`config.mk`:
```
export PLATFORM = sky130hd
export DESIGN_NAME = sbit_slab
export DESIGN_NICKNAME = d
export VERILOG_FILES = /design/src/rtl/sbit_pkg.sv /design/src/rtl/sbit_slab.sv
export SDC_FILE = /design/constraint.sdc
export NUM_CORES = 1
export LEC_CHECK = 0
export BUFFER_PORTS_ARGS = -buffer_cell sky130_fd_sc_hd__buf_2
export CORE_MARGIN = 2
export CORE_UTILIZATION = 55
export DETAILED_ROUTE_END_ITERATION = 6
export PLACE_DENSITY = 0.78
export SLEW_MARGIN = 20
export SYNTH_ARGS = -nofsm -noshare
export SYNTH_HDL_FRONTEND = slang
export SYNTH_SLANG_ARGS = --single-unit
```
`constraint.sdc`:
```
create_clock -name clk_i -period 10 [get_ports clk_i]
set_clock_uncertainty 0.15 [all_clocks]
set_input_delay 0.5 -clock clk_i [delete_from_list [all_inputs] [get_ports clk_i]]
set_output_delay 0.5 -clock clk_i [all_outputs]
set_load 0.05 [all_outputs]
```
`src/rtl/sbit_pkg.sv`:
```
// Package for the segment/box touch test: widths, stream sizes and the
// structs passed between pipeline stages. No dependencies.
package sbit_pkg;

  localparam int COORD_BITS   = 24;
  localparam int DIFF_BITS    = COORD_BITS + 1;
  localparam int PROD_BITS    = 2 * DIFF_BITS;
  localparam int IN_FIELDS    = 8;
  localparam int IN_BITS      = IN_FIELDS * COORD_BITS;
  localparam int S_TDATA_BITS = ((IN_BITS + 7) / 8) * 8;
  localparam int M_TDATA_BITS = 8;

  // Request payload; start_x sits in the lowest bits.
  typedef struct packed {
    logic signed [COORD_BITS-1:0] box_max_y;
    logic signed [COORD_BITS-1:0] box_max_x;
    logic signed [COORD_BITS-1:0] box_min_y;
    logic signed [COORD_BITS-1:0] box_min_x;
    logic signed [COORD_BITS-1:0] end_y;
    logic signed [COORD_BITS-1:0] end_x;
    logic signed [COORD_BITS-1:0] start_y;
    logic signed [COORD_BITS-1:0] start_x;
  } seg_t;

  // Per-axis differences relative to the segment start.
  typedef struct packed {
    logic signed [DIFF_BITS-1:0] d;   // end - start
    logic signed [DIFF_BITS-1:0] lo;  // box min - start
    logic signed [DIFF_BITS-1:0] hi;  // box max - start
    logic                        box_ok;
  } diff_t;

  // Per-axis clip interval: entry ratio ne/mag, exit ratio nl/mag.
  typedef struct packed {
    logic signed [DIFF_BITS-1:0] ne;
    logic signed [DIFF_BITS-1:0] nl;
    logic [COORD_BITS-1:0]       mag;
    logic                        moving;
    logic                        ok;
  } axis_t;

  typedef struct packed {
    axis_t y;
    axis_t x;
  } clip_t;

endpackage

```
`src/rtl/sbit_slab.sv`:
```
// First two pipeline stages: coordinate differences, then per-axis entry and
// exit ratios with the single-axis checks. Depends on sbit_pkg.
module sbit_slab (
  input  logic                clk_i,
  input  logic                rst_ni,
  input  logic                in_valid_i,
  output logic                in_ready_o,
  input  sbit_pkg::seg_t      seg_i,
  output logic                out_valid_o,
  input  logic                out_ready_i,
  output sbit_pkg::clip_t     clip_o
);

  logic            v1_q, v2_q;
  logic            rdy1, rdy2;
  sbit_pkg::diff_t dx_q, dx_d, dy_q, dy_d;
  sbit_pkg::clip_t clip_q, clip_d;

  function automatic sbit_pkg::axis_t clip_axis(sbit_pkg::diff_t df);
    sbit_pkg::axis_t             a;
    logic signed [sbit_pkg::DIFF_BITS-1:0] neg_d;
    neg_d    = -df.d;
    a.moving = (df.d != '0);
    if (df.d[sbit_pkg::DIFF_BITS-1]) begin
      a.mag = neg_d[sbit_pkg::COORD_BITS-1:0];
      a.ne  = -df.hi;
      a.nl  = -df.lo;
    end else begin
      a.mag = df.d[sbit_pkg::COORD_BITS-1:0];
      a.ne  = df.lo;
      a.nl  = df.hi;
    end
    // A moving axis needs a non-empty slab, exit at or after t=0 and entry
    // at or before t=1. A parallel axis needs the start inside the slab.
    if (a.moving) begin
      a.ok = df.box_ok && !a.nl[sbit_pkg::DIFF_BITS-1] &&
             (a.ne <= $signed({1'b0, a.mag}));
    end else begin
      a.ok = (df.lo[sbit_pkg::DIFF_BITS-1] || (df.lo == '0)) &&
             !df.hi[sbit_pkg::DIFF_BITS-1];
    end
    return a;
  endfunction

  assign rdy2        = !v2_q || out_ready_i;
  assign rdy1        = !v1_q || rdy2;
  assign in_ready_o  = rdy1;
  assign out_valid_o = v2_q;
  assign clip_o      = clip_q;

  always_comb begin
    dx_d.d      = sbit_pkg::DIFF_BITS'(seg_i.end_x) - sbit_pkg::DIFF_BITS'(seg_i.start_x);
    dx_d.lo     = sbit_pkg::DIFF_BITS'(seg_i.box_min_x) - sbit_pkg::DIFF_BITS'(seg_i.start_x);
    dx_d.hi     = sbit_pkg::DIFF_BITS'(seg_i.box_max_x) - sbit_pkg::DIFF_BITS'(seg_i.start_x);
    dx_d.box_ok = (seg_i.box_min_x <= seg_i.box_max_x);
    dy_d.d      = sbit_pkg::DIFF_BITS'(seg_i.end_y) - sbit_pkg::DIFF_BITS'(seg_i.start_y);
    dy_d.lo     = sbit_pkg::DIFF_BITS'(seg_i.box_min_y) - sbit_pkg::DIFF_BITS'(seg_i.start_y);
    dy_d.hi     = sbit_pkg::DIFF_BITS'(seg_i.box_max_y) - sbit_pkg::DIFF_BITS'(seg_i.start_y);
    dy_d.box_ok = (seg_i.box_min_y <= seg_i.box_max_y);
    clip_d.x    = clip_axis(dx_q);
    clip_d.y    = clip_axis(dy_q);
  end

  always_ff @(posedge clk_i or negedge rst_ni) begin
    if (!rst_ni) begin
      v1_q <= 1'b0;
      v2_q <= 1'b0;
    end else begin
      if (rdy1) begin
        v1_q <= in_valid_i;
      end
      if (rdy2) begin
        v2_q <= v1_q;
      end
    end
  end

  always_ff @(posedge clk_i) begin
    if (rdy1 && in_valid_i) begin
      dx_q <= dx_d;
      dy_q <= dy_d;
    end
    if (rdy2 && v1_q) begin
      clip_q <= clip_d;
    end
  end

endmodule

```
Word-level counts from Yosys, hierarchy flattened
Cells that the tools add are included.
Word-level totals
  flip-flop bits (word level): 306
  logic and storage cells: 62
Operators by class
  reductions and logical operators: 22
  mux-type cells: 4
  add/subtract/negate cells: 12
  $lt $le $gt $ge: 4
Operators with widths (number)
  subtractor 24 x 24 -> 25 bit: 6
  two-way mux 74 bit: 2
  negation 25 bit: 4
  less-or-equal comparator 25 bit: 2
  logical NOT 25 bit: 2
  nonzero test 25 bit: 2
  less-or-equal comparator 24 bit: 2
  negation 24 bit: 2
  logical AND 1 bit: 8
  logical NOT 1 bit: 6
  logical OR 1 bit: 4
  two-way mux 1 bit: 2

Depth between registers and ports, before layout
Gate-level depths: netlist of the first run.
  depth after elaboration: 6
  gate-level depth with buffers: 17
  gate-level depth less buffers: 17

Worst setup path after synthesis of the first run
Ideal clock, no wire load.
  path kind: register to register
  start: register v2_q (netlist: out_valid_o)
  end: register dx_q[0] (netlist bit), enable pin
  library setup time: 0.529 ns
  stages on the path, launching flop included: 3
  arrival time: 4.668 ns
  path slack: 4.653 ns
  cells stage by stage: dfrtp_1 -> nand3b_1 -> and2_1
On the way
  word-level cells in the longest chain between the ends: 4
Ends and longest elaborated chain
  from (decl): line sbit_slab.sv:14  | logic v1_q, v2_q;
  from (signal assigned): line sbit_slab.sv:73  | v2_q <= v1_q;
  logical NOT 1 bit: line sbit_slab.sv:45  | assign rdy2 = !v2_q || out_ready_i;
  logical OR 1 bit: line sbit_slab.sv:45
  logical OR 1 bit: line sbit_slab.sv:46  | assign rdy1 = !v1_q || rdy2;
  named net in_ready_o: line sbit_slab.sv:7  | output logic in_ready_o,
  logical AND 1 bit: line sbit_slab.sv:79  | if (rdy1 && in_valid_i) begin
  to (signal assigned): line sbit_slab.sv:80  | dx_q <= dx_d;
  to (decl): line sbit_slab.sv:16  | sbit_pkg::diff_t dx_q, dx_d, dy_q, dy_d;
The timed path passes the listed nets, and every way through them passes these cells.
A chain may end at the register's enable or synchronous reset.

==> flow_summary.json, run 1 <==
{
  "yosysTopAreaCell": "edfxtp_1",
  "peakVddDrop_mv": 0.114,
  "fin_tns_setup_ps": 0,
  "die_w_um": 205,
  "async_flop_share_pct": 0.654,
  "initial_core_util_pct": 56.0,
  "clock_latency_ps": 570,
  "design_area_sq_um": 25700,
  "synth.top_cell.area_share_pct": 41.0,
  "syn_area_sq_um": 22300,
  "slew_headroom_pct": 34.0,
  "wl_per_cell_um": 18.7,
  "syn_inst": 2119,
  "fin_crit_sh_pct": 43.1,
  "grt_pass1_vias": 17300,
  "grt_use_total_pct": 26.7,
  "cts.reportedPaths.clkPinSlew_ps": 60,
  "finish.utilization_pct": 64.4,
  "grt_max_degree": 78,
  "grt_overflow_total": 0,
  "cap_violations": 0,
  "avgSynthCellArea_sq_um": 10.5,
  "io_buffers": 349,
  "arrival_ps": 4490,
  "criticalPathCategory": "reg2reg",
  "clkPwrFrac_pct": 26.0,
  "worst_pin_slew_ps": 989,
  "p_total_uw": 4300,
  "fmax_ghz": 0.232,
  "path_buf_inv": 0,
  "power.density_nw_per_um2": 168,
  "layout.nets": 2930,
  "status": "finished, final reports clean",
  "placed_area_sq_um": 24700,
  "synth_area_leaders": "edfxtp_1 (41%), ha_1 (14%), xnor2_1 (6.1%)",
  "root_buffer": "clkbuf_16",
  "routed_wl_um": 57000,
  "cpMaxStageDelayCell": "or4_4",
  "dr.pass1.iters": 6,
  "leakage_uw": 0.0110,
  "drc_errors": 0,
  "cp_cell_sequence": "or4_4 -> or3_1 -> or3_1 -> nor2_1 -> nand3b_1 -> xor2_1 -> mux2_2 -> ha_1 -> and3_1 -> nand4_1 -> nor2_1 -> a31o_4 -> a2111oi_4 -> nor2_2",
  "io_pins": 350,
  "ys_ff_latch": 306,
  "clock_sinks": 306,
  "slew_violations": 0,
  "dp_slack_ps": 5690,
  "ys_seq_area_share_pct": 41.2,
  "dieArea_sq_um": 42100,
  "viasPerCell": 5.70,
  "grt_first_pass_wirelength_um": 87500,
  "drtIter0Drc": 1110,
  "area_growth_pct": 15.2,
  "antenna_found_initial": 4,
  "switchingPower_uw": 1490,
  "max_stage_delay_ps": 610,
  "startpoint_type": "flip-flop",
  "rows": 73,
  "clockBufferDepth": 3,
  "n_fill_cell": 3208,
  "synth_edf_count": 304,
  "min_period_ps": 4310,
  "switching_share_pct": 34.6,
  "final_common_cell": "buf_2",
  "coreArea_sq_um": 39800,
  "syn-num-nets": 2563,
  "finalSetupViolations": 0,
  "path_delay_family": "simple AND/OR/NAND/NOR gates",
  "vias": 17300,
  "hpwl_um": 46700,
  "gp_congestion": 0.930,
  "hold_viol": 0,
  "rsz0062_at_grt": "no",
  "final_cell_mix": "buf_2 (349), edfxtp_1 (304), ha_1 (242)",
  "yosys_warnings": 0,
  "setup_slack_ps": 5690,
  "seqPwrFrac_pct": 41.2,
  "die_h_um": 205,
  "numCtsBuffers": 30,
  "p_int_uw": 2810,
  "drive_above_1_share_pct": 20.8,
  "cts_tree": "built",
  "worstPathRequired_ps": 10180,
  "end_kind": "flip-flop",
  "comb_power_share_pct": 32.8,
  "htreeDepth": 1,
  "hp-class": "in2reg",
  "cp_max_fo": 6,
  "synth_flop_cell": "edfxtp_1",
  "r2r_slack_ps": 5690,
  "antenna_left": 0,
  "synthDistinctLibCells": 89
}
[worst register-to-register path, delay by kind of cell (launching register included)]
family	cells	cell delay, ps
simple gates	9	2230
flops	1	480
xor+xnor	1	150
compound gates	2	460
fa+ha+maj	1	310
mux	1	280
[path summary, 6_finish.rpt]
path,cells after the start,start,to
setup / recovery,14,dy_q[9],clip_o[76]
hold / removal,3,out_ready_i,out_valid_o
setup reg to reg,14,dy_q[9],clip_o[76]
hold reg to reg,0,dy_q[51],clip_o[78]
max in group asynchronous,2,rst_ni,out_valid_o
min in group asynchronous,2,rst_ni,v1_q
[area by class of cell]
cell class | instances | area [sq um] | area share [%]
multi-input cells | 1582 | 12200 | 47.7
flip-flops and latches | 306 | 9180 | 35.8
repair buffers | 358 | 1820 | 7.09
clock buffers | 37 | 798 | 3.11
inverters | 208 | 781 | 3.04
well taps | 525 | 657 | 2.56
clock inverters | 19 | 176 | 0.688
diodes | 4 | 10.0 | 0.0390
[kinds of logic (layout without fill, tap and decap cells)]
family | count (synthesis) | in the layout | share of synthesized area [%]
AOI/OAI and AO/OA | 465 | 465 | 14.0
xor gates and xnor gates | 236 | 236 | 9.28
adders and majority gates | 249 | 249 | 14.2
buffers and inverters | 231 | 622 | 3.90
DFF | 306 | 306 | 41.2
muxes | 85 | 85 | 4.32
other | 0 | 4 | 0
and+or+nand+nor | 547 | 547 | 13.1
[power by group through the flow]
stage	combinational, uW	clock [uW]	sequential, uW
2_1_floorplan	773	0	2050
3_3_place_gp	1360	0	1790
3_5_place_dp	1400	0	1800
4_1_cts	1410	1130	1770
5_1_grt	1540	1180	1790
6_report	1410	1120	1770
[flip-flops by register name (all words and copies together) (netlist names)]
| signal | flops |
|---|---|
| clip_o | 152 |
| out_valid_o | 1 |
| dx_q | 76 |
| dy_q | 76 |
| v1_q | 1 |
[cells in the mapped netlist (all sizes together), types with 8 or more instances]
cell type / number
or3: 13
mux2: 84
nand3b: 10
o31a: 15
nor4: 25
a21boi: 8
nand4: 27
nand2: 98
o21ai: 86
o21a: 48
o21bai: 12
a31o: 11
nand2b: 37
a31oi: 11
o31ai: 17
a21o: 67
xor2: 81
nor2: 134
nor3: 49
nand3: 39
clkbuf: 12
or4: 22
nor2b: 41
and3: 12
a21oi: 112
edfxtp: 304
inv: 208
buf: 11
xnor2: 155
ha: 242
o211ai: 12
or2: 10
o41ai: 9
a211oi: 15
[through the flow]
stage | std cells | hold slack [ps]
2_1_floorplan | 2119 | 54.4
3_3_place_gp | 2977 | 134
3_5_place_dp | 2977 | 142
4_1_cts | 3035 | 47.3
5_1_grt | 3039 | 77.9
6_report | 3039 | 65.2
[routing by layer]
| layer | vias to the layer above | track usage [%] | share of wire (%) |
|---|---|---|---|
| met3 | 150 | 2.77 | 5.1 |
| met4 | 0 | 13.4 | 5.1 |
| met5 | - | 0 | 0 |
| met1 | 8082 | 31.4 | 40 |
| met2 | 549 | 48.3 | 50 |
| li1 | 8541 | - | - |
[timing repair]
item / CTS / global route
buffers inserted: 0 / 0
hold buffers: 2 / 0
endpoints found under the hold margin: 3 / 0
gates resized for setup: 0 / 0
Note: power is estimated with default switching activity, not from simulation.
==> run 2, diff against run 1 <==
Clock period 10 ns to 4 ns, I/O delays scaled along.
==> flow_summary.json, run 2 (synthesis gave the netlist of run 1 again) <==
{
  "max_stage_delay_ps": 550,
  "cts.reportedPaths.clkPinSlew_ps": 60,
  "setup_slack_ps": 70.3,
  "finish.utilization_pct": 67.6,
  "dieArea_sq_um": 42100,
  "grt_overflow_total": 0,
  "seqCellArea_sq_um": 9180,
  "min_period_ps": 3930,
  "drc_errors": 0,
  "antenna_left": 0,
  "coreArea_sq_um": 39800,
  "cts_tree": "built",
  "final_common_cell": "buf_2",
  "htreeDepth": 1,
  "grt_pass1_vias": 17900,
  "cp_max_fo": 3,
  "peakVddDrop_mv": 0.328,
  "cpMaxStageDelayCell": "or4_4",
  "gp_congestion": 0.951,
  "placed_area_sq_um": 25100,
  "cp_cell_sequence": "or4_4 -> or3_4 -> or3_4 -> buf_4 -> xor2_1 -> mux2_4 -> ha_4 -> and4_4 -> nand4_1 -> nor2_2 -> o211ai_1 -> a2111oi_4 -> nor2_2",
  "clock_sinks": 306,
  "largest_reg_flops": 152,
  "multiInputGateArea_sq_um": 12500,
  "worstPathRequired_ps": 4180,
  "arrival_ps": 4110,
  "io_pins": 350,
  "initial_core_util_pct": 56.0,
  "drive_above_1_share_pct": 23.6,
  "final_cell_mix": "buf_2 (349), edfxtp_1 (304), ha_1 (238)",
  "startpoint_type": "flip-flop",
  "io_buffers": 349,
  "n_fill_cell": 3040,
  "numCtsBuffers": 31,
  "hold_viol": 0,
  "status": "finished, final reports clean",
  "die_h_um": 205,
  "hpwl_um": 47600,
  "dp_slack_ps": -140,
  "end_kind": "flip-flop",
  "die_w_um": 205,
  "slew_violations": 0,
  "hp-class": "in2reg",
  "clock_latency_ps": 580,
  "rsz0062_at_grt": "yes",
  "grt_use_total_pct": 27.6,
  "viasPerCell": 5.70,
  "root_buffer": "clkbuf_16",
  "slew_headroom_pct": 47.1,
  "power.density_nw_per_um2": 411,
  "dpl.cell_count": 3032,
  "area_growth_pct": 20.8,
  "grt_max_degree": 77,
  "grt_first_pass_wirelength_um": 91100,
  "rows": 73,
  "fin_cells": 3153,
  "hold_slack_ps": 20.4,
  "wl_per_cell_um": 18.8,
  "antenna_found_initial": 3,
  "fmax_ghz": 0.254,
  "design_area_sq_um": 26900,
  "finalSetupViolations": 0,
  "criticalPathCategory": "reg2reg",
  "fin_crit_sh_pct": 98.2,
  "cap_violations": 0,
  "vias": 18000,
  "layout.nets": 3045,
  "clockBufferDepth": 3,
  "drtIter0Drc": 1379,
  "leakage_uw": 0.0116,
  "worst_pin_slew_ps": 774,
  "dr.pass1.iters": 6,
  "routed_wl_um": 59300
}
==> run 2: cell types whose count changed in the layout (fill, tap and decap cells not counted), sizes merged <==
cell,change
buf,+62
clkbuf,-4
clkinv,+2
clkinvlp,+1
diode,-1
dlygate4sd3,+52
inv,+2
==> run 2: worst max-delay path, delay by kind of cell (launching register included) <==
kind | cells | cell delay (ps)
adders and majority gates | 1 | 270
muxes | 1 | 280
buffers and inverters | 1 | 150
DFF | 1 | 410
xor gates and xnor gates | 1 | 130
and+or+nand+nor | 7 | 1820
AOI/OAI and AO/OA | 2 | 450
==> run 2: final timing paths <==
path / depth (start not counted) / to / start / slack (ps)
min: 3 / dx_q[28] / seg_i[98] / 20
min reg2reg: 1 / out_valid_o / v1_q / 360
max reg2reg: 13 / clip_o[76] / dy_q[9] / 70
max in group asynchronous: 3 / v1_q / rst_ni / 3210
max: 13 / clip_o[76] / dy_q[9] / 70
min in group asynchronous: 3 / out_valid_o / rst_ni / 360
==> run 2: metal layers <==
metal  track usage [%]  vias to the layer above  share of wire [%]
met5                 0                        -                  0
met4              11.7                        0                4.3
met3              2.19                      143                5.1
met2              51.4                      565                 52
met1              32.7                     8485                 39
li1                  -                     8774                  -
==> run 2: area by class of cell <==
| cell class | count | area share, % |
|---|---|---|
| Antenna cell | 3 | 0.0279 |
| Clock buffer | 33 | 2.91 |
| Clock inverter | 24 | 0.813 |
| Inverter | 208 | 2.90 |
| Multi-Input combinational cell | 1582 | 46.3 |
| Sequential cell | 306 | 34.1 |
| Tap cell | 525 | 2.44 |
| Timing Repair Buffer | 472 | 10.6 |
==> run 2: timing repair <==
item | 4_1_cts | 5_1_grt
endpoints found under the hold margin | 52 | 0
resized for setup | 7 | 34
pin swaps | 1 | 28
setup buffers | 1 | 6
setup endpoints to repair | 2 | 2
hold buffers | 54 | 0
==> run 2: power by group <==
part | internal [uW] | switching [uW] | leakage [uW] | total [uW]
logic | 1440 | 2320 | 0.00820 | 3760
clock network | 1620 | 1270 | 0.000480 | 2890
registers | 4130 | 289 | 0.00293 | 4420
total | 7190 | 3880 | 0.0116 | 11100
==> run 2: per-stage QoR <==
| stage | setup TNS [ps] | total power [uW] |
|---|---|---|
| final | 0 | 11100 |
| after global routing | -44.1 | 11600 |
| after CTS | 0 | 11000 |
| after detailed placement | -232 | 8070 |
| after global placement | -150 | 7960 |
| after floorplan | 0 | 7030 |
